File: src/design/cyl_pkg.sv
// Package with types, constants and the arctangent table of the converter.
`default_nettype none
package cyl_pkg;

   // Field widths of the words on the ports.
   localparam int CYL_COORD_WIDTH = 16;
   localparam int CYL_ANGLE_WIDTH = 16;

   // Internal angle accumulator: 2^31 stands for pi.
   localparam int CYL_PHASE_WIDTH = 32;

   // CORDIC datapath: coordinates are scaled up so that every step keeps full precision.
   localparam int CYL_ACC_WIDTH = 64;
   localparam int CYL_PRESCALE  = 60 - CYL_COORD_WIDTH;

   // Square-root datapath holds the sum of squares.
   localparam int CYL_SQ_WIDTH = 2 * CYL_COORD_WIDTH;

   // Default number of micro-rotations.
   localparam int CYL_ROTATION_STEPS_DEF = 16;

   // Quadrant offsets applied by the pre-rotation.
   localparam logic [CYL_PHASE_WIDTH-1:0] CYL_PHASE_QUARTER = 32'h4000_0000;
   localparam logic [CYL_PHASE_WIDTH-1:0] CYL_PHASE_MINUS_QUARTER = 32'hC000_0000;

   // Input word.
   typedef struct packed {
      logic signed [CYL_COORD_WIDTH-1:0] x_coord;
      logic signed [CYL_COORD_WIDTH-1:0] y_coord;
      logic signed [CYL_COORD_WIDTH-1:0] z_coord;
   } cyl_req_type;

   // Result word.
   typedef struct packed {
      logic        [CYL_COORD_WIDTH-1:0] radius;
      logic signed [CYL_ANGLE_WIDTH-1:0] azimuth;
      logic signed [CYL_COORD_WIDTH-1:0] height;
   } cyl_rsp_type;

   // Word that travels down the pipeline.
   typedef struct packed {
      logic signed [CYL_ACC_WIDTH-1:0]   cx;
      logic signed [CYL_ACC_WIDTH-1:0]   cy;
      logic        [CYL_PHASE_WIDTH-1:0] ang;
      logic        [CYL_SQ_WIDTH-1:0]    rem;
      logic        [CYL_SQ_WIDTH-1:0]    root;
      logic                              origin;
      logic signed [CYL_COORD_WIDTH-1:0] height;
   } cyl_pipe_type;

   // Number of iterative stages: enough for both the rotations and the root digits.
   function automatic int cyl_num_stages(input int steps);
      return (steps > CYL_COORD_WIDTH) ? steps : CYL_COORD_WIDTH;
   endfunction

   // Registers between an accepted word and its result strobe: two front layers, the
   // iterative stages and the output register.
   function automatic int cyl_latency(input int steps);
      return cyl_num_stages(steps) + 3;
   endfunction

   // atan(2^-i) with 2^31 standing for pi.
   function automatic logic [CYL_PHASE_WIDTH-1:0] cyl_atan(input logic [4:0] idx);
      logic [CYL_PHASE_WIDTH-1:0] val;
      case (idx)
         5'd0:    val = 32'h2000_0000;
         5'd1:    val = 32'h12E4_051E;
         5'd2:    val = 32'h09FB_385B;
         5'd3:    val = 32'h0511_11D4;
         5'd4:    val = 32'h028B_0D43;
         5'd5:    val = 32'h0145_D7E1;
         5'd6:    val = 32'h00A2_F61E;
         5'd7:    val = 32'h0051_7C55;
         5'd8:    val = 32'h0028_BE53;
         5'd9:    val = 32'h0014_5F2F;
         5'd10:   val = 32'h000A_2F98;
         5'd11:   val = 32'h0005_17CC;
         5'd12:   val = 32'h0002_8BE6;
         5'd13:   val = 32'h0001_45F3;
         5'd14:   val = 32'h0000_A2FA;
         5'd15:   val = 32'h0000_517D;
         5'd16:   val = 32'h0000_28BE;
         5'd17:   val = 32'h0000_145F;
         5'd18:   val = 32'h0000_0A30;
         5'd19:   val = 32'h0000_0518;
         5'd20:   val = 32'h0000_028C;
         5'd21:   val = 32'h0000_0146;
         5'd22:   val = 32'h0000_00A3;
         5'd23:   val = 32'h0000_0051;
         5'd24:   val = 32'h0000_0029;
         5'd25:   val = 32'h0000_0014;
         5'd26:   val = 32'h0000_000A;
         5'd27:   val = 32'h0000_0005;
         5'd28:   val = 32'h0000_0003;
         5'd29:   val = 32'h0000_0001;
         5'd30:   val = 32'h0000_0001;
         default: val = 32'h0000_0000;
      endcase
      return val;
   endfunction

endpackage
`default_nettype wire

File: src/design/cyl_back.sv
// Back end: rounds radius and angle and holds the result register.
`default_nettype none
module cyl_back
   import cyl_pkg::*;
(
   input  wire logic          clock,
   input  wire logic          reset,
   input  wire logic          in_valid,
   input  wire cyl_pipe_type  in_word,
   output logic               out_valid,
   output cyl_rsp_type        out_word
);

   localparam logic [CYL_PHASE_WIDTH-1:0] HALF_LSB =
      CYL_PHASE_WIDTH'(1) << (CYL_PHASE_WIDTH - CYL_ANGLE_WIDTH - 1);

   logic                       valid_ff;
   cyl_rsp_type                word_ff, word_in;
   logic [CYL_PHASE_WIDTH-1:0] ang_round;

   // Round the root up when the remainder exceeds it; round the angle to nearest.
   always_comb begin
      ang_round      = in_word.ang + HALF_LSB;
      word_in.radius = in_word.root[CYL_COORD_WIDTH-1:0]
                       + CYL_COORD_WIDTH'(in_word.rem > in_word.root);
      word_in.azimuth = in_word.origin ? '0
                        : ang_round[CYL_PHASE_WIDTH-1 -: CYL_ANGLE_WIDTH];
      word_in.height = in_word.height;
   end

   always_ff @(posedge clock) begin
      if (reset) begin
         valid_ff <= 1'b0;
      end else begin
         valid_ff <= in_valid;
      end
   end

   always_ff @(posedge clock) begin
      word_ff <= word_in;
   end

   assign out_valid = valid_ff;
   assign out_word  = word_ff;

endmodule
`default_nettype wire

File: config.mk
export PLATFORM = sky130hd
export DESIGN_NAME = cyl_back
export DESIGN_NICKNAME = d
export VERILOG_FILES = /design/src/design/cyl_pkg.sv /design/src/design/cyl_back.sv
export SDC_FILE = /design/constraint.sdc
export NUM_CORES = 1
export LEC_CHECK = 0
export BUFFER_PORTS_ARGS = -buffer_cell sky130_fd_sc_hd__buf_2
export CORE_AREA = 4 4 113 115
export DETAILED_ROUTE_END_ITERATION = 8
export DIE_AREA = 0 0 117 119
export GPL_TIMING_DRIVEN = 0
export SLEW_MARGIN = 20
export SYNTH_ARGS = -nofsm -noshare
export SYNTH_HDL_FRONTEND = slang
export SYNTH_SLANG_ARGS = --single-unit
File: constraint.sdc
create_clock -name clock -period 2.7 [get_ports clock]
set_input_delay 0.405 -clock clock [delete_from_list [all_inputs] [get_ports clock]]
set_output_delay 0.405 -clock clock [all_outputs]
set_load 0.05 [all_outputs]
[Word-level counts from Yosys, hierarchy flattened]
Index checks and enable logic that the tools add are counted.
Cells by class
  $add $sub $neg: 2
  order comparisons: 1
Operators with widths (number)
  $add A32 B16 Y32 const B: 1
  $gt A32 B32 Y1: 1
  $add A16 B1 Y16: 1
Word-level totals
  flip-flop bits (word level): 49
  input bits: 244
  output and inout port bits: 49
  logic and storage cells: 7

[Longest topological paths before layout]
  word-level depth: 2
  mapped depth: 13
  gate-level depth less buffers: 13

[Least setup slack after synthesis]
OpenSTA, ideal clock, no wires.
  path kind: input-to-reg
  start point: in in_word[31] in the netlist's numbering
  end point: reg word_ff, in the netlist out_word[46]
  setup time: 0.118 ns
  data arrival time: 2.681 ns
  required time: 2.582 ns
  slack: -0.099 ns
  stages: 13
  buffers on the path: 0
  cell sequence: inv_1 -> ha_1 -> nand4_1 -> nor4_1 -> a21boi_0 -> o31ai_1 -> a21oi_1 -> ha_1 -> ha_1 -> nand2_1 -> nor4_1 -> nand4_1 -> xnor2_1
RTL lines
  start: declaration: RTL line cyl_back.sv:9  | input wire cyl_pipe_type in_word,
  end signal: assignment: RTL line cyl_back.sv:40  | word_ff <= word_in;
  end: declaration: RTL line cyl_back.sv:18  | cyl_rsp_type word_ff, word_in;

==> out/metrics.cfg <==
[floorplanning]
die_w_microns=117
io_pins=293
core-area_sq_um=11800
rows=40
dieArea_sq_um=13900
initial_core_util_pct=20.4
dieHeight_microns=119

[yosys]
synth_nets=536
synth_enable_flop_cells=0
avgSynthCellArea_sq_um=9.39
ys_seq_elements=49
yosysWarningCount=0
synth_top_area_share_pct=40.6
synth_cell_types=31
async_flop_share_pct=0
ys_top_cells_by_count=dfxtp_1, inv_1, ha_1, xnor2_1, a21oi_1
synthesis.area_sq_um=2410
yosys-top-cells-area=dfxtp_1, ha_1, xnor2_1
seq_area_frac_synth_pct=40.6
yosysTopAreaCell=dfxtp_1
synth-main-ff-cell=dfxtp_1
yosysMostFrequentCell=dfxtp_1
synth_cells=257

[route]
dr.pass1.iters=4
ant_nets=0
vias_per_cell=4.24
drc=0
wl_microns=7530
vias=2449
wl_per_cell_microns=13.1
drt-initial-drc-count=96

[clocking]
clock_sinks=49
path_clk_slew_ps=70
cts_tree=built
cts_buffers=5
cts_buffer_depth=2
h-tree-depth=2
cts_hold_buf=0
cts-root-buf=clkbuf_16

[power_and_ir_drop]
p_clk_share_pct=31.9
leakage_nw=1.94
switchingPower_uw=626
seqPwrFrac_pct=39.7
powerDensity_nw_per_um2=486
combPwrFrac_pct=28.4
switching_share_pct=32.0
vdd_drop_max_v=0.000237
internal_power_mw=1.33

[sta]
setup_ws_ps=109
tightest_slew_ps=450
rsz0062_at_grt=true
finalMaxSlewViolations=0
finalHoldViolCount=0
period_minus_slack_ps=2590
totalNegativeSetupSlack_ps=0
finalCritPeriodShare_pct=96.0
setup_viol_count_final=0
hold_slack_ps=220
relSlewSlack_pct=70.0
max_clock_freq_ghz=0.386

[layout]
drive_above_1_share_pct=51.2
num_antenna_cells=0
fin_util_pct=34.2
fin_nets=708
final_area_sq_um=4030
syn_to_final_growth_pct=67.1

[placed_design]
gp_congestion=0.817
hpwl_microns=6260
port_buffers=149
dpl_cell_area_sq_um=3390
place_ws_ps=-589

[grt]
grt_pass1_vias=2347
grt_pass1_wl_microns=10600
grt_overflow=0
antenna_found_initial=0
grt_max_degree=18
track_usage_pct=9.58

[critical_path]
cp.required_ps=2880
end_kind=flip-flop
cp-start-kind=input pin
crit_arrival_ps=2770
worstSetupPathType=input pin to flip-flop
crit_fanout=3

[worst_hold_path]
hp-start=in_word[12]
worst_hold_path.endpoint=out_word[12]
min_path_type=input pin to flip-flop
hold_depth=1

[job]
maxCapViolCount=0

[outcome]
outcome=completed

-- critical path, stage by stage --
cell      delay (ps)
buf_2             70
inv_1             40
ha_1             300
nand4_1          190
nor4bb_4         360
o31ai_1          110
a21oi_1          200
ha_2             260
ha_4             150
buf_12           100
nand2_8           40
nor4_4           200
nand4_1          180
xnor2_1          150
-- power groups by stage --
stage | Clock, mW | Sequential (mW) | Combinational [mW]
6_report | 0.626 | 0.777 | 0.556
5_1_grt | 0.693 | 0.782 | 0.604
2_1_floorplan | 0 | 0.959 | 0.130
3_3_place_gp | 0 | 0.794 | 0.459
4_1_cts | 0.662 | 0.778 | 0.476
3_5_place_dp | 0 | 0.795 | 0.471
-- per-layer routing --
| metal | wire length, microns | vias to the layer above | global-route usage (%) |
|---|---|---|---|
| li1 | - | 1216 | - |
| met5 | 0 | - | 0 |
| met3 | 955 | 9 | 3.96 |
| met4 | 129 | 0 | 2.58 |
| met1 | 3020 | 1085 | 11.0 |
| met2 | 3430 | 139 | 16.2 |
-- through the flow --
stage	power (mW)	instances
global placement	1.25	553
floorplan	1.09	257
CTS	1.92	563
detailed placement	1.27	553
finish	1.96	577
global route	2.08	577
-- cell type report --
type	instances	area, sq um
Fill cell	1223	7780
Multi-Input combinational cell	169	1560
Sequential cell	49	981
Timing Repair Buffer	165	980
Tap cell	147	184
Inverter	37	166
Clock buffer	5	125
Clock inverter	3	26.3
Buffer	2	8.76
-- layout by cell type, fill, tap and decap left out, types with 5 or more instances in the layout --
cell / instances
a21oi_1: 14
xnor2_1: 23
nand3_1: 12
nand4_1: 8
inv_4: 5
nor3_1: 7
nand2_1: 10
nor2_1: 15
inv_1: 25
buf_2: 135
dfxtp_1: 49
ha_1: 20
buf_6: 7
clkbuf_16: 5
ha_4: 14
buf_8: 5
buf_4: 18
-- worst max path at each step --
stage	startpoint	end	slack (ps)	cells after the start
4_1_cts	in_word[25]	out_word[47]	-20	13
3_5_place_dp	in_word[26]	out_word[46]	-590	14
5_1_grt	in_word[44]	out_word[46]	-90	14
2_1_floorplan	in_word[27]	out_word[46]	8	13
6_report	in_word[44]	out_word[46]	110	14
3_3_place_gp	in_word[26]	out_word[46]	-580	14
-- what timing repair did --
item	CTS	global route
pin swaps	6	8
endpoints found under the setup margin	6	8
setup buffers	2	14
hold endpoints to repair	0	0
gates resized for setup	3	77
-- sequential cells by signal, summed over array words and instances (netlist names) --
signal	count
out_word	48
out_valid	1
-- kinds of logic after synthesis --
| family | synth area share [%] |
|---|---|
| simple gates | 18.2 |
| flops | 40.6 |
| buf+inv | 6.12 |
| fa+ha+maj | 18.1 |
| compound gates | 7.41 |
| xor+xnor | 9.44 |
Note: power is estimated with default switching activity, not from simulation.
