**src/design/cyl_pkg.sv**
```systemverilog
// Package with types, constants and the arctangent table of the converter.
`default_nettype none
package cyl_pkg;

   // Field widths of the words on the ports.
   localparam int CYL_COORD_WIDTH = 16;
   localparam int CYL_ANGLE_WIDTH = 16;

   // Internal angle accumulator: 2^31 stands for pi.
   localparam int CYL_PHASE_WIDTH = 32;

   // CORDIC datapath: coordinates are scaled up so that every step keeps full precision.
   localparam int CYL_ACC_WIDTH = 64;
   localparam int CYL_PRESCALE  = 60 - CYL_COORD_WIDTH;

   // Square-root datapath holds the sum of squares.
   localparam int CYL_SQ_WIDTH = 2 * CYL_COORD_WIDTH;

   // Default number of micro-rotations.
   localparam int CYL_ROTATION_STEPS_DEF = 16;

   // Quadrant offsets applied by the pre-rotation.
   localparam logic [CYL_PHASE_WIDTH-1:0] CYL_PHASE_QUARTER = 32'h4000_0000;
   localparam logic [CYL_PHASE_WIDTH-1:0] CYL_PHASE_MINUS_QUARTER = 32'hC000_0000;

   // Input word.
   typedef struct packed {
      logic signed [CYL_COORD_WIDTH-1:0] x_coord;
      logic signed [CYL_COORD_WIDTH-1:0] y_coord;
      logic signed [CYL_COORD_WIDTH-1:0] z_coord;
   } cyl_req_type;

   // Result word.
   typedef struct packed {
      logic        [CYL_COORD_WIDTH-1:0] radius;
      logic signed [CYL_ANGLE_WIDTH-1:0] azimuth;
      logic signed [CYL_COORD_WIDTH-1:0] height;
   } cyl_rsp_type;

   // Word that travels down the pipeline.
   typedef struct packed {
      logic signed [CYL_ACC_WIDTH-1:0]   cx;
      logic signed [CYL_ACC_WIDTH-1:0]   cy;
      logic        [CYL_PHASE_WIDTH-1:0] ang;
      logic        [CYL_SQ_WIDTH-1:0]    rem;
      logic        [CYL_SQ_WIDTH-1:0]    root;
      logic                              origin;
      logic signed [CYL_COORD_WIDTH-1:0] height;
   } cyl_pipe_type;

   // Number of iterative stages: enough for both the rotations and the root digits.
   function automatic int cyl_num_stages(input int steps);
      return (steps > CYL_COORD_WIDTH) ? steps : CYL_COORD_WIDTH;
   endfunction

   // Registers between an accepted word and its result strobe: two front layers, the
   // iterative stages and the output register.
   function automatic int cyl_latency(input int steps);
      return cyl_num_stages(steps) + 3;
   endfunction

   // atan(2^-i) with 2^31 standing for pi.
   function automatic logic [CYL_PHASE_WIDTH-1:0] cyl_atan(input logic [4:0] idx);
      logic [CYL_PHASE_WIDTH-1:0] val;
      case (idx)
         5'd0:    val = 32'h2000_0000;
         5'd1:    val = 32'h12E4_051E;
         5'd2:    val = 32'h09FB_385B;
         5'd3:    val = 32'h0511_11D4;
         5'd4:    val = 32'h028B_0D43;
         5'd5:    val = 32'h0145_D7E1;
         5'd6:    val = 32'h00A2_F61E;
         5'd7:    val = 32'h0051_7C55;
         5'd8:    val = 32'h0028_BE53;
         5'd9:    val = 32'h0014_5F2F;
         5'd10:   val = 32'h000A_2F98;
         5'd11:   val = 32'h0005_17CC;
         5'd12:   val = 32'h0002_8BE6;
         5'd13:   val = 32'h0001_45F3;
         5'd14:   val = 32'h0000_A2FA;
         5'd15:   val = 32'h0000_517D;
         5'd16:   val = 32'h0000_28BE;
         5'd17:   val = 32'h0000_145F;
         5'd18:   val = 32'h0000_0A30;
         5'd19:   val = 32'h0000_0518;
         5'd20:   val = 32'h0000_028C;
         5'd21:   val = 32'h0000_0146;
         5'd22:   val = 32'h0000_00A3;
         5'd23:   val = 32'h0000_0051;
         5'd24:   val = 32'h0000_0029;
         5'd25:   val = 32'h0000_0014;
         5'd26:   val = 32'h0000_000A;
         5'd27:   val = 32'h0000_0005;
         5'd28:   val = 32'h0000_0003;
         5'd29:   val = 32'h0000_0001;
         5'd30:   val = 32'h0000_0001;
         default: val = 32'h0000_0000;
      endcase
      return val;
   endfunction

endpackage
`default_nettype wire

```
**src/design/cyl_stage.sv**
```systemverilog
// One pipeline stage: CORDIC micro-rotation, square-root digit or both.
`default_nettype none
module cyl_stage
   import cyl_pkg::*;
#(
   parameter int STAGE_INDEX    = 0,
   parameter int ROTATION_STEPS = CYL_ROTATION_STEPS_DEF
) (
   input  wire logic          clock,
   input  wire logic          reset,
   input  wire logic          in_valid,
   input  wire cyl_pipe_type  in_word,
   output logic               out_valid,
   output cyl_pipe_type       out_word
);

   localparam bit DO_ROTATE = STAGE_INDEX < ROTATION_STEPS;
   localparam bit DO_ROOT   = STAGE_INDEX < CYL_COORD_WIDTH;
   localparam int ROOT_SHIFT = DO_ROOT ? 2 * (CYL_COORD_WIDTH - 1 - STAGE_INDEX) : 0;
   localparam logic [CYL_SQ_WIDTH-1:0] ROOT_BIT = CYL_SQ_WIDTH'(1) << ROOT_SHIFT;
   localparam logic [CYL_PHASE_WIDTH-1:0] STEP_ANGLE = cyl_atan(5'(STAGE_INDEX));

   logic                            valid_ff;
   cyl_pipe_type                    word_ff, word_in;
   logic signed [CYL_ACC_WIDTH-1:0] dx, dy;
   logic [CYL_SQ_WIDTH-1:0]         trial;

   always_comb begin
      word_in = in_word;
      dx      = in_word.cy >>> STAGE_INDEX;
      dy      = in_word.cx >>> STAGE_INDEX;
      trial   = in_word.root + ROOT_BIT;

      // Rotate toward the x axis, steering by the sign of y.
      if (DO_ROTATE) begin
         if (in_word.cy >= 0) begin
            word_in.cx  = in_word.cx + dx;
            word_in.cy  = in_word.cy - dy;
            word_in.ang = in_word.ang + STEP_ANGLE;
         end else begin
            word_in.cx  = in_word.cx - dx;
            word_in.cy  = in_word.cy + dy;
            word_in.ang = in_word.ang - STEP_ANGLE;
         end
      end

      // One digit of the restoring square root.
      if (DO_ROOT) begin
         if (in_word.rem >= trial) begin
            word_in.rem  = in_word.rem - trial;
            word_in.root = (in_word.root >> 1) + ROOT_BIT;
         end else begin
            word_in.root = in_word.root >> 1;
         end
      end
   end

   always_ff @(posedge clock) begin
      if (reset) begin
         valid_ff <= 1'b0;
      end else begin
         valid_ff <= in_valid;
      end
   end

   always_ff @(posedge clock) begin
      word_ff <= word_in;
   end

   assign out_valid = valid_ff;
   assign out_word  = word_ff;

endmodule
`default_nettype wire

```
**config.mk**
```make
export PLATFORM = sky130hd
export DESIGN_NAME = cyl_stage
export DESIGN_NICKNAME = d
export VERILOG_FILES = /design/src/design/cyl_pkg.sv /design/src/design/cyl_stage.sv
export SDC_FILE = /design/constraint.sdc
export NUM_CORES = 1
export LEC_CHECK = 0
export ABC_AREA = 0
export BUFFER_PORTS_ARGS = -buffer_cell sky130_fd_sc_hd__buf_2
export CAP_MARGIN = 5
export CORE_AREA = 3 3 189 191
export DETAILED_ROUTE_END_ITERATION = 8
export DIE_AREA = 0 0 192 194
export PLACE_DENSITY = 0.93
export RECOVER_POWER = 25
export SYNTH_ARGS = -nofsm -noshare
export SYNTH_HDL_FRONTEND = slang
export SYNTH_SLANG_ARGS = --single-unit
```
**constraint.sdc**
```tcl
create_clock -name clock -period 10 [get_ports clock]
set_clock_uncertainty 0.2 [all_clocks]
set_input_delay 1.5 -clock clock [delete_from_list [all_inputs] [get_ports clock]]
set_output_delay 1.5 -clock clock [all_outputs]
set_load 0.02 [all_outputs]
```
# Word level (Yosys, flattened, before mapping)
# Index checks and enable logic that the tools add are counted.
# op_classes
mux	3
n_bitwise	0
div	0
add_sub_neg	8
mul	0
n_eq_ne	0
n_reduce_logical	0
shifts	0
order_cmp	2
# ops
op	n
$mux W160	1
$sub A64 B64 Y64	2
$add A64 B64 Y64	1
$ge A64 B1 Y1 const B	1
$add A31 B31 Y32 const B	1
$add A32 B30 Y32 const B	1
$add A32 B31 Y32 const B	1
$ge A32 B32 Y1	1
$mux W32	1
$sub A32 B30 Y32 const B	1
$sub A32 B32 Y32	1
$mux W31	1
# totals
romBits	0
input_bits	244
latchBits	0
regBits	242
output_inout_bits	242
mem_count	0
mem_bits_rw	0

# Depth between registers and ports, before layout
# Gate-level depths: netlist of run 1.
# depth
ltp_word	3
mapped_depth	15

# Least setup slack after synthesis of run 1
# OpenSTA, ideal clock, no wires.
# synth_path
path_kind	input -> register
start	input in_word[49] (netlist name)
end	register word_ff, in the netlist out_word[75]
required_ps	9679
stages	14
t_arrival_ps	4104
slack_ps	5575
cell_sequence	inv_1 > ha_1 > fa_1 > nor2b_1 > o21ai_0 > a21oi_1 > o221a_2 > o211ai_1 > a211o_1 > a311oi_1 > nor2b_1 > a21boi_0 > xnor2_1 > mux2_2
# synth_lines
item	line	text
start: declaration	cyl_stage.sv:12	input wire cyl_pipe_type in_word,
end signal: assignment	cyl_stage.sv:67	word_ff <= word_in;
end: declaration	cyl_stage.sv:24	cyl_pipe_type word_ff, word_in;

==> impl_metrics.tcl, run 1 <==
set metrics [dict create \
    status "completed" \
    via_per_inst 6.29 \
    sw_frac_of_total 0.399 \
    die_area_um2 37200 \
    slew_headroom 0.269 \
    power.switching_mw 1.55 \
    async_flop_share 0 \
    finalWeightedCongestion 1.02 \
    first_global_vias 20300 \
    drc 0 \
    synth_top_area_share 0.254 \
    worstPathMaxFanout 14 \
    combPwrFrac 0.396 \
    area_growth_syn_to_layout_pct 18.7 \
    ctsRootBufferMaster "clkbuf_16" \
    synth_edf_count 0 \
    yosys_most_used_dff "dfxtp_1" \
    start_kind "input pin" \
    tightest_slew_ps 1080 \
    maxSlewViolCount 0 \
    grt_max_degree 73 \
    cts_hold_buffers 0 \
    num_vias 20900 \
    overflow 0 \
    powerDensity_nw_per_um2 172 \
    tritoncts.num_buffers 27 \
    cp.arrival_ps 5760 \
    critical_path.most_common_cell "o41ai_1" \
    cpPeakStageDelay_ps 910 \
    synth_area_per_cell_um2 7.85 \
    critPathCaptureType "register" \
    startpoint "in_word[132]" \
    required_ps 10230 \
    total_leakage_power_nw 10.7 \
    ys_ff_latch 241 \
    synth.distinct_cells 89 \
    grt.total_usage 0.407 \
    path_class "input pin to register" \
    tns_ps 0 \
    ant_nets 0 \
    portBuffers 485 \
    cts_setup_buffers 0 \
    nNetsFinal 3310 \
    hold_viol 0 \
    cts.repair.resized 0 \
    cts_tree "yes" \
    cts.clk_slew.worst_paths_ps 70 \
    slowest_stage "o41ai_1" \
    layout-drive-gt1-share 0.190 \
    final_common_cell "buf_2" \
    wirelength_um 79900 \
    drt_iter0_markers 2461 \
    intPower_mw 2.33 \
    hp-class "input pin to register" \
    syn-instance-count 2421 \
    seq_area_frac_synth 0.254 \
    io_pins 486 \
    wl_per_cell_um 24.0 \
    fin_crit_ps 5530 \
    post-dp-hpwl_um 62400 \
    syn_area_um2 19000 \
    p_clk_frac 0.293 \
    power.total_mw 3.87 \
    ir_drop_mv 0.180 \
    initial_core_util 0.554 \
    p_seq_frac 0.312 \
    ys_warn_count 0 \
    crit_buf_inv 2 \
    die_h_um 194 \
    rows 68 \
    utilization 0.658 \
    grt_pass1_wl_um 119000 \
    max-cap-violations 0 \
    die_x_um 192 \
    critPathCapture "out_word[233]" \
    coreArea_um2 34300 \
    finalSetupViolCount 0 \
    fin_crit_sh 0.553 \
    worstPathCellList "buf_2 > inv_1 > ha_1 > nand2_1 > or4_1 > o32ai_1 > nor3_1 > o221ai_1 > o41ai_1 > o41ai_1 > a211oi_1 > mux2i_1 > o31ai_1 > xnor2_1" \
    worstSetupPathDepth 14 \
    ys_top_cells_by_area "dfxtp_1, ha_1, a21oi_1, xnor2_1, inv_1" \
    clock-sinks 241 \
    antenna_found_initial 23 \
    critPathTopFamily "compound AO/OA/AOI/OAI gates" \
    final_cell_mix "buf_2, a21oi_1, dfxtp_1, inv_1, ha_1" \
    n_fill_cell 2908 \
    cts_buffer_depth 3 \
    cts-htree-levels 1 \
    rsz0062_at_grt "false" \
    fmax_mhz 181 \
    yosysTopAreaCell "dfxtp_1" \
    firstDrtPassIters 6 \
    synth_nets 2892 \
]
cells in the mapped netlist, types with 13 or more instances:
cell type,count
a21oi_1,304
dfxtp_1,241
inv_1,239
ha_1,222
nor2_1,198
xnor2_1,143
o21ai_0,140
nand2_1,137
a21o_1,60
clkbuf_1,59
nor3_1,50
o21bai_1,46
nand4_1,44
mux2i_1,38
mux2_2,31
nand3_1,31
o21a_1,30
buf_2,27
a211oi_1,26
o31ai_1,25
nor2b_1,24
nand2b_1,22
o211ai_1,22
a31oi_1,15
and3_1,14
nor4_1,14
xor2_1,14
or3_1,13
power by group through the flow:
stage               clock network (mW)  logic (mW)  registers [mW]
global placement                     0        1.48            1.21
detailed placement                   0        1.49            1.22
floorplan                            0       0.741            1.42
finish                            1.13        1.53            1.21
global route                      1.18        1.62            1.22
CTS                               1.13        1.50            1.20
through the flow:
stage / setup WS (ps) / std cells / hold WS, ps / area, um^2
after floorplan: 5580 / 2421 / 1330 / 19000
after global placement: 4010 / 3265 / 1400 / 21600
after detailed placement: 4160 / 3265 / 1400 / 21600
after CTS: 4610 / 3313 / 825 / 22600
after global routing: 4410 / 3324 / 821 / 22600
final: 4470 / 3327 / 828 / 22600
area by class of cell:
cell class,instances,area [um^2],share of cell area
Inverter,246,925,0.0410
Timing Repair Buffer,489,2380,0.105
Sequential cell,241,4820,0.214
Antenna cell,14,35.0,0.00155
Clock buffer,31,731,0.0324
Clock inverter,17,269,0.0119
Tap cell,455,569,0.0252
Multi-Input combinational cell,1834,12800,0.569
worst min-delay path by stage:
stage / to / startpoint / slack [ps] / cells after the start
3_5_place_dp: out_word[95] / in_word[95] / 1400 / 1
6_report: out_word[82] / in_word[82] / 830 / 1
4_1_cts: out_word[9] / in_word[9] / 830 / 1
5_1_grt: out_word[83] / in_word[83] / 820 / 1
2_1_floorplan: out_word[0] / in_word[0] / 1330 / 0
3_3_place_gp: out_word[100] / in_word[100] / 1400 / 1
flip-flops by register name, summed over array words and instances, names as in the netlist:
signal,count
out_valid,1
out_word,240
kinds of logic (layout without fill, tap and decap cells):
logic type,count (synthesis),count (layout),synth area share
compound gates,798,798,0.269
other cells,0,14,0
mux,69,69,0.0384
flops,241,241,0.254
simple gates,583,583,0.144
fa+ha+maj,227,227,0.151
xor+xnor,157,157,0.0723
buf+inv,346,783,0.0709
routing by layer:
layer / share of wire / vias to the layer above / global-route usage
met4: 0.067 / 18 / 0.228
met2: 0.46 / 1409 / 0.669
li1: - / 9375 / -
met5: 0.0014 / - / 0
met3: 0.11 / 339 / 0.108
met1: 0.36 / 9779 / 0.477
Power figures use the tool's default switching activity.
==> run 2, diff against run 1 <==
CORE_AREA = not set   (was 3 3 189 191)
CORE_MARGIN = 3   (was not set)
CORE_UTILIZATION = 50   (was not set)
DIE_AREA = not set   (was 0 0 192 194)
PLACE_DENSITY = 0.89   (was 0.93)
clock period = 4.5 ns   (was 10 ns; I/O delays follow)
==> run 2 against run 1 <==
Critical endpoint is now out_word[170]. Sequential power rose by 120%. Clock-buffer cell count rose by 5. Die area rose by 8.4%. Sequential share of layout area fell by 1.1 points. Via count rose by 0.20%. Hold slack got worse by 820 ps. Cell area rose by 5.3%. Total power rose by 120%.
==> impl_metrics.tcl, run 2 (synthesis results as in run 1) <==
set metrics [dict create \
    final_common_cell "buf_2" \
    die_h_um 201 \
    critical_path.most_common_cell "o21ai_0" \
    n_fill_cell 3337 \
    total_leakage_power_nw 11.4 \
    drc 0 \
    power.total_mw 8.62 \
    status "completed" \
    max-cap-violations 0 \
    io_pins 486 \
    layout-drive-gt1-share 0.225 \
    antenna_found_initial 20 \
    cts_setup_buffers 0 \
    cts_tree "yes" \
    fin_crit_sh 0.960 \
    rsz0062_at_grt "false" \
    coreArea_um2 37000 \
    wl_per_cell_um 22.5 \
    clock-sinks 241 \
    portBuffers 485 \
    drt_iter0_markers 2220 \
    num_vias 21000 \
    overflow 0 \
    slew_headroom 0.467 \
    largest_reg_flops 240 \
    required_ps 4750 \
    tritoncts.num_buffers 28 \
    cp.arrival_ps 4570 \
    ctsRootBufferMaster "clkbuf_16" \
    hp-class "input pin to register" \
    start_kind "input pin" \
    via_per_inst 5.93 \
    post-dp-hpwl_um 64800 \
    die_x_um 201 \
    cts-htree-levels 1 \
    cts.clk_slew.worst_paths_ps 60 \
    fin_crit_ps 4320 \
    ant_nets 0 \
    critPathCaptureType "register" \
    grt.total_usage 0.371 \
    nNetsFinal 3462 \
    die_area_um2 40400 \
    tightest_slew_ps 789 \
    finalWeightedCongestion 1.08 \
    fmax_mhz 232 \
    powerDensity_nw_per_um2 362 \
    initial_core_util 0.513 \
    firstDrtPassIters 6 \
    grt_pass1_wl_um 120000 \
    area_growth_syn_to_layout_pct 25.1 \
    finalSetupViolCount 0 \
    slowest_stage "a311oi_1" \
    rows 70 \
    first_global_vias 20900 \
    worstPathMaxFanout 5 \
    cpPeakStageDelay_ps 670 \
    cts_buffer_depth 3 \
    final_cell_mix "buf_2, a21oi_1, dfxtp_1, inv_1, ha_1" \
    maxSlewViolCount 0 \
    grt_max_degree 56 \
    final_area_um2 23800 \
    hold_viol 0 \
    dpl_cell_area_um2 22700 \
    ir_drop_mv 0.396 \
    path_class "input pin to register" \
    worstPathCellList "clkbuf_1 > inv_1 > ha_1 > nor2b_1 > o21ai_0 > a21oi_1 > o211a_1 > o21ai_0 > buf_4 > o2111ai_1 > nand2_1 > o21ai_0 > buf_4 > a311oi_1 > o21ai_0 > xnor2_1" \
    wirelength_um 79700 \
]
run 2: path summary, 6_finish.rpt:
kind	startpoint	end	slack, ps	depth (start not counted)
max	in_word[114]	out_word[170]	180	16
min	in_word[101]	out_word[101]	6	1
run 2: cell type report:
type | count | area, um^2 | area share
inverter | 246 | 925 | 0.0389
timing repair buffer | 640 | 3570 | 0.150
clock buffer | 36 | 782 | 0.0329
multi-input combinational | 1834 | 12800 | 0.540
clock inverter | 16 | 159 | 0.00668
tap | 504 | 631 | 0.0265
sequential | 241 | 4820 | 0.203
antenna | 19 | 47.5 | 0.00200
run 2: stage by stage:
stage | std cells | setup slack (ps) | util | TNS, ps | hold WS, ps
floorplan | 2421 | 900 | - | 0 | 503
global placement | 3448 | -80.3 | 0.613 | -80.3 | 577
detailed placement | 3448 | -153 | 0.613 | -212 | 579
CTS | 3514 | 426 | 0.642 | 0 | 0.110
global route | 3528 | 200 | 0.641 | 0 | -2.46
finish | 3536 | 182 | 0.642 | 0 | 6.14
run 2: repair_timing:
action                                  4_1_cts  5_1_grt
endpoints found under the setup margin        0        0
resized for setup                             0        0
hold buffers                                 14        3
endpoints found under the hold margin        14        3
run 2: power by group:
part / leakage, nW / internal, mW / switching, mW
registers: 2.03 / 2.52 / 0.145
logic: 8.90 / 1.30 / 2.29
clock network: 0.454 / 1.35 / 1.01
total: 11.4 / 5.17 / 3.45
run 2: worst max-delay path, delay by kind of cell:
kind                     cells  cell delay [ps]
AND/OR/NAND/NOR              2              340
adder cells (fa/ha/maj)      1              380
AO/OA/AOI/OAI                8             2220
XOR/XNOR                     1              180
buffers and inverters        4              770
run 2: metal layers:
layer | global-route usage | vias up | share of wire
li1 | - | 9661 | -
met1 | 0.442 | 9862 | 0.38
met2 | 0.647 | 1187 | 0.48
met3 | 0.0647 | 245 | 0.090
met4 | 0.178 | 6 | 0.057
met5 | 0 | - | 0.00036
