File: config.mk
export PLATFORM = sky130hd
export DESIGN_NAME = cyl_front
export DESIGN_NICKNAME = d
export VERILOG_FILES = /design/src/design/cyl_pkg.sv /design/src/design/cyl_front.sv
export SDC_FILE = /design/constraint.sdc
export NUM_CORES = 1
export LEC_CHECK = 0
export ABC_AREA = 0
export BUFFER_PORTS_ARGS = -buffer_cell sky130_fd_sc_hd__buf_2
export CAP_MARGIN = 15
export CORE_UTILIZATION = 51
export DETAILED_ROUTE_END_ITERATION = 10
export GPL_ROUTABILITY_DRIVEN = 0
export PLACE_DENSITY = 0.83
export SETUP_SLACK_MARGIN = 0.5
export SLEW_MARGIN = 20
export SYNTH_ARGS = -nofsm -noshare
export SYNTH_HDL_FRONTEND = slang
export SYNTH_SLANG_ARGS = --single-unit
File: constraint.sdc
create_clock -name clock -period 11.9 [get_ports clock]
set_input_delay 0.595 -clock clock [delete_from_list [all_inputs] [get_ports clock]]
set_output_delay 0.595 -clock clock [all_outputs]
set_load 0.02 [all_outputs]
File: src/design/cyl_pkg.sv
// Package with types, constants and the arctangent table of the converter.
`default_nettype none
package cyl_pkg;

   // Field widths of the words on the ports.
   localparam int CYL_COORD_WIDTH = 16;
   localparam int CYL_ANGLE_WIDTH = 16;

   // Internal angle accumulator: 2^31 stands for pi.
   localparam int CYL_PHASE_WIDTH = 32;

   // CORDIC datapath: coordinates are scaled up so that every step keeps full precision.
   localparam int CYL_ACC_WIDTH = 64;
   localparam int CYL_PRESCALE  = 60 - CYL_COORD_WIDTH;

   // Square-root datapath holds the sum of squares.
   localparam int CYL_SQ_WIDTH = 2 * CYL_COORD_WIDTH;

   // Default number of micro-rotations.
   localparam int CYL_ROTATION_STEPS_DEF = 16;

   // Quadrant offsets applied by the pre-rotation.
   localparam logic [CYL_PHASE_WIDTH-1:0] CYL_PHASE_QUARTER = 32'h4000_0000;
   localparam logic [CYL_PHASE_WIDTH-1:0] CYL_PHASE_MINUS_QUARTER = 32'hC000_0000;

   // Input word.
   typedef struct packed {
      logic signed [CYL_COORD_WIDTH-1:0] x_coord;
      logic signed [CYL_COORD_WIDTH-1:0] y_coord;
      logic signed [CYL_COORD_WIDTH-1:0] z_coord;
   } cyl_req_type;

   // Result word.
   typedef struct packed {
      logic        [CYL_COORD_WIDTH-1:0] radius;
      logic signed [CYL_ANGLE_WIDTH-1:0] azimuth;
      logic signed [CYL_COORD_WIDTH-1:0] height;
   } cyl_rsp_type;

   // Word that travels down the pipeline.
   typedef struct packed {
      logic signed [CYL_ACC_WIDTH-1:0]   cx;
      logic signed [CYL_ACC_WIDTH-1:0]   cy;
      logic        [CYL_PHASE_WIDTH-1:0] ang;
      logic        [CYL_SQ_WIDTH-1:0]    rem;
      logic        [CYL_SQ_WIDTH-1:0]    root;
      logic                              origin;
      logic signed [CYL_COORD_WIDTH-1:0] height;
   } cyl_pipe_type;

   // Number of iterative stages: enough for both the rotations and the root digits.
   function automatic int cyl_num_stages(input int steps);
      return (steps > CYL_COORD_WIDTH) ? steps : CYL_COORD_WIDTH;
   endfunction

   // Registers between an accepted word and its result strobe: two front layers, the
   // iterative stages and the output register.
   function automatic int cyl_latency(input int steps);
      return cyl_num_stages(steps) + 3;
   endfunction

   // atan(2^-i) with 2^31 standing for pi.
   function automatic logic [CYL_PHASE_WIDTH-1:0] cyl_atan(input logic [4:0] idx);
      logic [CYL_PHASE_WIDTH-1:0] val;
      case (idx)
         5'd0:    val = 32'h2000_0000;
         5'd1:    val = 32'h12E4_051E;
         5'd2:    val = 32'h09FB_385B;
         5'd3:    val = 32'h0511_11D4;
         5'd4:    val = 32'h028B_0D43;
         5'd5:    val = 32'h0145_D7E1;
         5'd6:    val = 32'h00A2_F61E;
         5'd7:    val = 32'h0051_7C55;
         5'd8:    val = 32'h0028_BE53;
         5'd9:    val = 32'h0014_5F2F;
         5'd10:   val = 32'h000A_2F98;
         5'd11:   val = 32'h0005_17CC;
         5'd12:   val = 32'h0002_8BE6;
         5'd13:   val = 32'h0001_45F3;
         5'd14:   val = 32'h0000_A2FA;
         5'd15:   val = 32'h0000_517D;
         5'd16:   val = 32'h0000_28BE;
         5'd17:   val = 32'h0000_145F;
         5'd18:   val = 32'h0000_0A30;
         5'd19:   val = 32'h0000_0518;
         5'd20:   val = 32'h0000_028C;
         5'd21:   val = 32'h0000_0146;
         5'd22:   val = 32'h0000_00A3;
         5'd23:   val = 32'h0000_0051;
         5'd24:   val = 32'h0000_0029;
         5'd25:   val = 32'h0000_0014;
         5'd26:   val = 32'h0000_000A;
         5'd27:   val = 32'h0000_0005;
         5'd28:   val = 32'h0000_0003;
         5'd29:   val = 32'h0000_0001;
         5'd30:   val = 32'h0000_0001;
         default: val = 32'h0000_0000;
      endcase
      return val;
   endfunction

endpackage
`default_nettype wire

File: src/design/cyl_front.sv
// Front end: absolute values, squares, scaling and quadrant pre-rotation.
`default_nettype none
module cyl_front
   import cyl_pkg::*;
(
   input  wire logic         clock,
   input  wire logic         reset,
   input  wire logic         in_valid,
   input  wire cyl_req_type  in_word,
   output logic              out_valid,
   output cyl_pipe_type      out_word
);

   logic                              v1_ff;
   logic [CYL_SQ_WIDTH-1:0]           sq_x_ff, sq_x_in;
   logic [CYL_SQ_WIDTH-1:0]           sq_y_ff, sq_y_in;
   logic signed [CYL_ACC_WIDTH-1:0]   cx_ff, cx_in;
   logic signed [CYL_ACC_WIDTH-1:0]   cy_ff, cy_in;
   logic [CYL_PHASE_WIDTH-1:0]        ang_ff, ang_in;
   logic                              origin_ff, origin_in;
   logic signed [CYL_COORD_WIDTH-1:0] height_ff;
   logic                              v2_ff;
   cyl_pipe_type                      word_ff, word_in;

   logic [CYL_COORD_WIDTH-1:0]        abs_x, abs_y;
   logic signed [CYL_ACC_WIDTH-1:0]   sx, sy;

   // Magnitudes, their squares, and the pre-rotation into the right half plane.
   always_comb begin
      abs_x = in_word.x_coord[CYL_COORD_WIDTH-1] ? CYL_COORD_WIDTH'(-in_word.x_coord)
                                                 : in_word.x_coord;
      abs_y = in_word.y_coord[CYL_COORD_WIDTH-1] ? CYL_COORD_WIDTH'(-in_word.y_coord)
                                                 : in_word.y_coord;
      sq_x_in = CYL_SQ_WIDTH'(abs_x) * CYL_SQ_WIDTH'(abs_x);
      sq_y_in = CYL_SQ_WIDTH'(abs_y) * CYL_SQ_WIDTH'(abs_y);
      sx = CYL_ACC_WIDTH'(in_word.x_coord) <<< CYL_PRESCALE;
      sy = CYL_ACC_WIDTH'(in_word.y_coord) <<< CYL_PRESCALE;
      cx_in  = sx;
      cy_in  = sy;
      ang_in = '0;
      if (sx < 0) begin
         if (sy >= 0) begin
            cx_in  = sy;
            cy_in  = -sx;
            ang_in = CYL_PHASE_QUARTER;
         end else begin
            cx_in  = -sy;
            cy_in  = sx;
            ang_in = CYL_PHASE_MINUS_QUARTER;
         end
      end
      origin_in = (in_word.x_coord == '0) && (in_word.y_coord == '0);
   end

   // Second layer adds the squares and seeds the root.
   always_comb begin
      word_in.cx     = cx_ff;
      word_in.cy     = cy_ff;
      word_in.ang    = ang_ff;
      word_in.rem    = sq_x_ff + sq_y_ff;
      word_in.root   = '0;
      word_in.origin = origin_ff;
      word_in.height = height_ff;
   end

   // Valid bits.
   always_ff @(posedge clock) begin
      if (reset) begin
         v1_ff <= 1'b0;
         v2_ff <= 1'b0;
      end else begin
         v1_ff <= in_valid;
         v2_ff <= v1_ff;
      end
   end

   // Payload registers.
   always_ff @(posedge clock) begin
      sq_x_ff   <= sq_x_in;
      sq_y_ff   <= sq_y_in;
      cx_ff     <= cx_in;
      cy_ff     <= cy_in;
      ang_ff    <= ang_in;
      origin_ff <= origin_in;
      height_ff <= in_word.z_coord;
      word_ff   <= word_in;
   end

   assign out_valid = v2_ff;
   assign out_word  = word_ff;

endmodule
`default_nettype wire

After elaboration in Yosys (flattened, before gate mapping)
Index checks and enable logic that the tools add are counted.
{ "word_totals": {"word_cells": 39, "out_inout_bits": 242, "in_bits": 51, "reg_bits": 452} }
{ "op_classes": {"bitwise_logic": 1, "addsub": 5, "mux": 7, "order_cmp": 2, "reduce_logical": 5, "multipliers": 2} }
{ "op_table": {"columns": ["cell", "count"], "rows": [
  ["$mux 64", 4],
  ["$neg 60->64", 2],
  ["$mul 16x16->32", 2],
  ["$ge 60x1->1 const B", 1],
  ["$lt 60x1->1 const B", 1],
  ["$add 32x32->32", 1],
  ["$logic_not 16->1", 2],
  ["$mux 16", 2],
  ["$mux 32", 1],
  ["$neg 16->16", 2],
  ["$reduce_and 2->1", 1],
  ["$reduce_or 2->1", 1],
  ["$logic_and 1x1->1", 1],
  ["$not 1->1", 1]
]} }

Depth between registers and ports, before layout
Gate-level depths: netlist of the first run.
{ "depth": {"ltp_word": 3, "depth_mapped": 33} }

Worst setup path before layout of the first run
OpenSTA, ideal clock, no wires.
{ "synth_path": {"path_kind": "in2reg", "start": "in in_word[32] (netlist name)", "end": "reg sq_x_ff[30]", "arrival_ps": 8246, "path_stages": 29, "n_path_buf": 1, "slack_ps": 3582, "required_time_ps": 11828, "cell_sequence": "clkinv_1 -> clkbuf_1 -> ha_1 -> or3b_2 -> nor3_1 -> nand2_1 -> nor3_1 -> nand2b_1 -> xnor2_1 -> clkinv_1 -> nor2_1 -> inv_1 -> fa_1 -> fa_1 -> fa_1 -> fa_1 -> fa_1 -> fa_1 -> inv_1 -> ha_1 -> a21oi_1 -> nand2b_1 -> o21ai_0 -> a21o_1 -> o41ai_1 -> o31ai_1 -> nand3b_1 -> a31oi_1 -> xnor2_1"} }
{ "synth_via": {"elab_chain_cells": 3} }
{ "synth_lines": {"columns": ["element", "line", "rtl"], "rows": [
  ["from (decl)", "cyl_front.sv:9", "input wire cyl_req_type in_word,"],
  ["$neg 16->16", "cyl_front.sv:30", "abs_x = in_word.x_coord[CYL_COORD_WIDTH-1] ? CYL_COORD_WIDTH'(-in_word.x_coord)"],
  ["$mux 16 (*)", "cyl_front.sv:30", null],
  ["$mul 16x16->32 (*)", "cyl_front.sv:34", "sq_x_in = CYL_SQ_WIDTH'(abs_x) * CYL_SQ_WIDTH'(abs_x);"],
  ["net sq_x_in[30]", "cyl_front.sv:15", "logic [CYL_SQ_WIDTH-1:0] sq_x_ff, sq_x_in;"],
  ["to (signal assigned)", "cyl_front.sv:79", "sq_x_ff <= sq_x_in;"],
  ["to (decl)", "cyl_front.sv:15", null]
]} }
Mark *: on every way through the listed nets, which the timed path passes. The rest lies on a longest branch.
A chain may end at the register's enable or synchronous reset.

Worst setup path after layout of the first run
Same ends and word-level chain as after synthesis.

==> summary.txt, run 1 <==
status = complete, no violations
die area = 44500 sq um
Metal-1 WL = 20.3 mm
Post-Syn Area per Cell = 9.23 sq um
Final period util = 80.1%
TritonRoute pass-1 iters = 5
largest net degree at the start of global routing = 45
cell area after synthesis = 22300 sq um
Met3 Routed Length = 4.83 mm
initial antenna violation count = 9
NumNets Final = 3160
Non-Filler Instances = 3151
vias in the first global route = 17300
Worst Path Max Fanout = 18
number of synthesized flops with an enable pin = 0
library cells used by synthesis = 62
gr ovfl total = 0
Design Area, Final = 23900 sq um
Starting Density = 51.7%
CP startpoint kind = primary input
RSZ-0062 raised after global routing = no
total CTS buffers = 23
multiplexer share of the synthesized area = 0.242%
minimum clock period = 9.54 ns
Die W = 211 microns
Gate Count Post-Synth = 2413
post-synth top area share = 29.9%
area fraction in compound gates after synthesis = 7.76%
Setup Viol. Count Final = 0
DP Worst Slack = 2.01 ns
clk_skew = 0.0256 ns
Std-Cell Rows = 76
Slew @ Worst Pin = 1.05 ns
slowest stage delay, CP = 0.85 ns
Area contributors post-synth = fa_1, dfxtp_1, ha_1
root buffer cell = clkbuf_16
highest routed layer = met5
CP arrival = 10.02 ns
most frequent cell after synthesis = inv_1
fmax = 0.105 GHz
met2 wire length = 25.4 mm
flops & latches, synth = 214
Core Box Area = 43100 sq um
worst setup margin = 2.36 ns
critical path class = in -> reg
dpl cell area = 23100 sq um
number of vias per cell = 5.17
post-CTS setup buffers = 0
initial DRC count = 1304
Hold/Removal Path Class = in -> reg
first-pass GRT wire length = 86.9 mm
fin. max-slew vios = 0
clock net sink count = 214
io pins = 293
simple-gate share of the synthesized area = 10.2%
Synth area leader = fa_1
share of layout cells above drive strength 1 = 8.27%
Inst Count DP = 3111
Max Buffers Root-to-Sink = 3
prevailing post-synth register cell = dfxtp_1
CTS tree = yes
Die Y = 211 microns
clk_lat worst skew = 0.56 ns
Rel. slew slack = 28.9%
per-cell routed wire length = 17.0 microns
Tot GR Track Use = 25.0%
number of remaining DRC errors = 0
Critical Path Slowest Stage Cell = o41ai_1
wirelength, routed = 53.7 mm
Max-cap violations = 0
Hold Violations, Final = 0
# hold bufs at CTS = 0
CP bufs+invs = 5
largest family of logic cells by synthesized area = adder cells
Worst EP required = 12.38 ns
CTS-repair resized insts = 0
post-route ant nets = 0
Layout area overhead = 7.20%
CP endpoint kind = register
HPWL after DPL = 43.9 mm
Synth Area in XOR/XNOR = 5.35%
Clock transition at path regs = 0.06 ns
CP most frequent cell = fa_1
Setup Total Neg Slack = 0 ns
port bufs = 142
async set-reset flop share out of synthesis = 0%
CP top delay family = adder cells
vias post-DR = 16300
Yosys warnings = 0
Synth top cells by count = inv_1, fa_1, ha_1
Seq/Total Area, Yosys = 19.2%
Post-Synth Adder-Cell Area = 42.6%
CTS H-tree depth = 1
cell type report:
class | instances | area, sq um
fill | 3626 | 19200
multi-input combinational | 1635 | 15300
sequential | 214 | 4280
inverter | 517 | 1940
timing repair buffer | 160 | 846
tap | 585 | 732
clock buffer | 27 | 611
clock inverter | 12 | 145
antenna | 1 | 2.50
layer usage:
metal | up-vias | track usage [%]
met4 | 12 | 12.9
met1 | 7867 | 30.6
li1 | 7378 | -
met3 | 201 | 4.89
met5 | - | 0
met2 | 843 | 41.8
stage by stage:
stage	util (%)	hold slack (ns)
2_1_floorplan	-	0.310
3_3_place_gp	53.6	0.310
3_5_place_dp	53.7	0.312
4_1_cts	55.4	0.134
5_1_grt	55.4	0.129
6_report	55.4	0.155
layout by cell type, fill, tap and decap left out, drive strengths merged, types with 22 or more instances in the layout:
master  Yosys  layout
nor2      173     173
fa        333     333
ha        225     225
conb        1     154
buf       156     160
a21o       47      47
inv       507     509
dfxtp     214     214
xnor2      92      92
nand2     193     193
nor3       22      22
a21oi     104     104
clkbuf     44      27
o21ai      44      44
and2       24      24
xor2       42      42
worst paths after layout:
kind	start	endpoint	slack, ns	cells after the start
max	in_word[32]	sq_x_ff[30]	2.36	29
min reg2reg	ang_ff[30]	out_word[111]	0.32	0
min	in_word[3]	height_ff[3]	0.15	1
max reg2reg	sq_x_ff[2]	out_word[77]	8.43	12
sequential cells by signal (all words and copies together), names as in the netlist:
register / flops
ang_ff: 2
cx_ff: 20
cy_ff: 20
height_ff: 16
origin_ff: 1
out_valid: 1
out_word: 91
sq_x_ff: 31
sq_y_ff: 31
v1_ff: 1
cells by family (layout without fill, tap and decap cells):
family | after synthesis | after routing
adder cells (fa/ha/maj) | 558 | 558
buffers and inverters | 717 | 716
other | 1 | 155
flip-flops | 214 | 214
XOR/XNOR | 134 | 134
multiplexers | 5 | 5
AO/OA/AOI/OAI | 276 | 276
AND/OR/NAND/NOR | 508 | 508
worst register-to-register path, stage by stage (launching register included):
cell,delay [ns]
dfxtp_1,0.31
ha_1,0.21
inv_1,0.07
fa_1,0.21
nor2b_1,0.07
o21a_1,0.18
o21ai_0,0.23
a21oi_1,0.16
o31ai_1,0.53
nand4_1,0.27
a221oi_1,0.57
mux2i_1,0.16
or3_1,0.39
Power of run 1 is not shown: default switching activity piles up to over one toggle a cycle in this logic, so the estimate is an artifact.
==> run 2: changes to the inputs <==
--- a/config.mk
+++ b/config.mk
@@ -5,13 +5,13 @@
 export SDC_FILE = /design/constraint.sdc
 export NUM_CORES = 1
 export LEC_CHECK = 0
-export ABC_AREA = 0
+export ABC_AREA = 1
 export BUFFER_PORTS_ARGS = -buffer_cell sky130_fd_sc_hd__buf_2
 export CAP_MARGIN = 15
 export CORE_UTILIZATION = 51
 export DETAILED_ROUTE_END_ITERATION = 10
 export GPL_ROUTABILITY_DRIVEN = 0
-export PLACE_DENSITY = 0.83
+export PLACE_DENSITY = 0.82
 export SETUP_SLACK_MARGIN = 0.5
 export SLEW_MARGIN = 20
 export SYNTH_ARGS = -nofsm -noshare
==> constraint.sdc (replaced) <==
create_clock -name clock -period 9.2 [get_ports clock]
set_input_delay 0.46 -clock clock [delete_from_list [all_inputs] [get_ports clock]]
set_output_delay 0.46 -clock clock [all_outputs]
set_load 0.02 [all_outputs]
==> run 2 against run 1 <==
Net effect:
- synthesized cell count rose by 22%
- first-iteration DRC count rose by 0.38%
- global-route usage rose by 0.17 points
- clock-buffer cell count rose by 4
- wire length rose by 9.1%
- setup slack got worse by 0.43 ns
- critical path type unchanged
==> summary.txt, run 2 <==
Starting Density = 52.0%
Final period util = 78.9%
vias in the first global route = 18800
Gate Count Post-Synth = 2936
critical path class = in -> reg
Clock transition at path regs = 0.06 ns
first-pass GRT wire length = 94.4 mm
post-CTS setup buffers = 0
CTS tree = yes
status = complete, no violations
Slew @ Worst Pin = 1.01 ns
Worst EP required = 9.66 ns
root buffer cell = clkbuf_16
R2R depth = 13
async set-reset flop share out of synthesis = 0%
Max Buffers Root-to-Sink = 3
CP arrival = 7.72 ns
port bufs = 142
# diodes = 0
CTS-repair resized insts = 0
max reg flops = 91
critical path endpoint = sq_x_ff[31]
vias post-DR = 18800
Core Box Area = 45700 sq um
critical path depth in cells = 25
post-route ant nets = 0
Rel. slew slack = 32.1%
flops & latches, synth = 214
share of layout cells above drive strength 1 = 8.39%
Register-to-Register Setup Slack = 6.92 ns
CTS H-tree depth = 1
Std-Cell Rows = 78
number of vias per cell = 5.08
CP endpoint kind = register
clk_skew = 0.0243 ns
CP top delay family = adder cells
filler instances = 4043
minimum clock period = 7.26 ns
Worst R2R End = out_word[71]
CP startpoint kind = primary input
library cells used by synthesis = 45
io pins = 293
commonest non-fill, non-tap cell in the layout = inv_1
CP most frequent cell = inv_1
Setup Total Neg Slack = 0 ns
CP bufs+invs = 9
Worst R2R Start = sq_x_ff[2]
slowest stage delay, CP = 0.76 ns
Setup Viol. Count Final = 0
post-synth top area share = 28.1%
Critical Path Slowest Stage Cell = o21ai_1
most frequent cell after synthesis = inv_1
Hold Violations, Final = 0
wirelength, routed = 58.6 mm
initial DRC count = 1309
worst setup path start = in_word[47]
die area = 47400 sq um
Synth area leader = fa_1
Max-cap violations = 0
Layout area overhead = 6.71%
Synth top cells by count = inv_1, nand2_1, fa_1
cell area after synthesis = 23700 sq um
Tot GR Track Use = 25.1%
clk_lat worst skew = 0.55 ns
largest net degree at the start of global routing = 46
gr ovfl total = 0
Area contributors post-synth = fa_1, dfxtp_1, ha_1
# hold bufs at CTS = 9
NumNets Final = 3691
TritonRoute pass-1 iters = 6
Yosys warnings = 0
Hold/Removal Path Class = in -> reg
Post-Syn Area per Cell = 8.09 sq um
Die W = 218 microns
number of remaining DRC errors = 0
RSZ-0062 raised after global routing = no
Die Y = 218 microns
Seq/Total Area, Yosys = 18.0%
initial antenna violation count = 0
fin. max-slew vios = 0
total CTS buffers = 23
Worst Path Max Fanout = 45
most frequent cells in the layout = inv_1, nand2_1, fa_1, nor2_1, ha_1
prevailing post-synth register cell = dfxtp_1
clock net sink count = 214
number of synthesized flops with an enable pin = 0
fmax = 0.138 GHz
HPWL after DPL = 48.7 mm
per-cell routed wire length = 15.8 microns
run 2: worst reg2reg max path, cell delays in order, from the launching register on:
cell and delay, ns:
dfxtp_1 0.31, ha_1 0.33, inv_1 0.12, fa_1 0.41
inv_1 0.10, nand3_1 0.07, nand2_1 0.12, nand2_1 0.07
nand2_1 0.13, nand2_1 0.09, nand2_1 0.12, nand2_1 0.08
a21o_1 0.16, nand2_1 0.09
run 2: worst min-delay path by stage:
stage	slack [ns]	cells past startpoint	to	from
final	0.03	1	height_ff[8]	in_word[8]
after global routing	0.007	1	height_ff[8]	in_word[8]
after CTS	0.0003	1	height_ff[8]	in_word[8]
after detailed placement	0.31	0	out_word[165]	cy_ff[52]
after global placement	0.31	0	out_word[240]	cx_ff[63]
after floorplan	0.31	0	out_word[0]	height_ff[0]
run 2: metrics by stage:
step	utilization [%]	setup slack, ns	instances	area, sq um	hold WS, ns
finish	55.5	1.94	3698	25300	0.0286
global route	55.5	1.70	3698	25300	0.00723
CTS	55.5	2.20	3698	25300	0.000314
detailed placement	53.6	1.72	3648	24500	0.312
global placement	53.6	1.82	3648	24500	0.310
floorplan	-	2.73	3089	24300	0.310
run 2: per-layer routing:
layer	GRT usage (%)	up-vias	wire, microns
met5	0	-	0
met4	9.88	0	2440
met3	5.68	169	6270
met2	41.0	1043	26400
met1	32.3	8766	23500
li1	-	8816	-
run 2: area by class of cell:
type                            count  area (sq um)  share of cell area [%]
Tap cell                          600           751                    2.96
Timing Repair Buffer              153           816                    3.22
Inverter                          670          2520                    9.96
Sequential cell                   214          4280                    16.9
Clock inverter                     10           136                   0.538
Multi-Input combinational cell   2020         16200                    63.9
Clock buffer                       31           626                    2.47
run 2: logic make-up after synthesis:
kind of cell    share of synthesized area (%)
fa+ha+maj                                39.9
simple gates                             17.7
other cells                            0.0158
compound gates                           5.51
buf+inv                                  16.1
flops                                    18.0
xor+xnor                                 2.61
Power of run 2 is left out for the same reason.
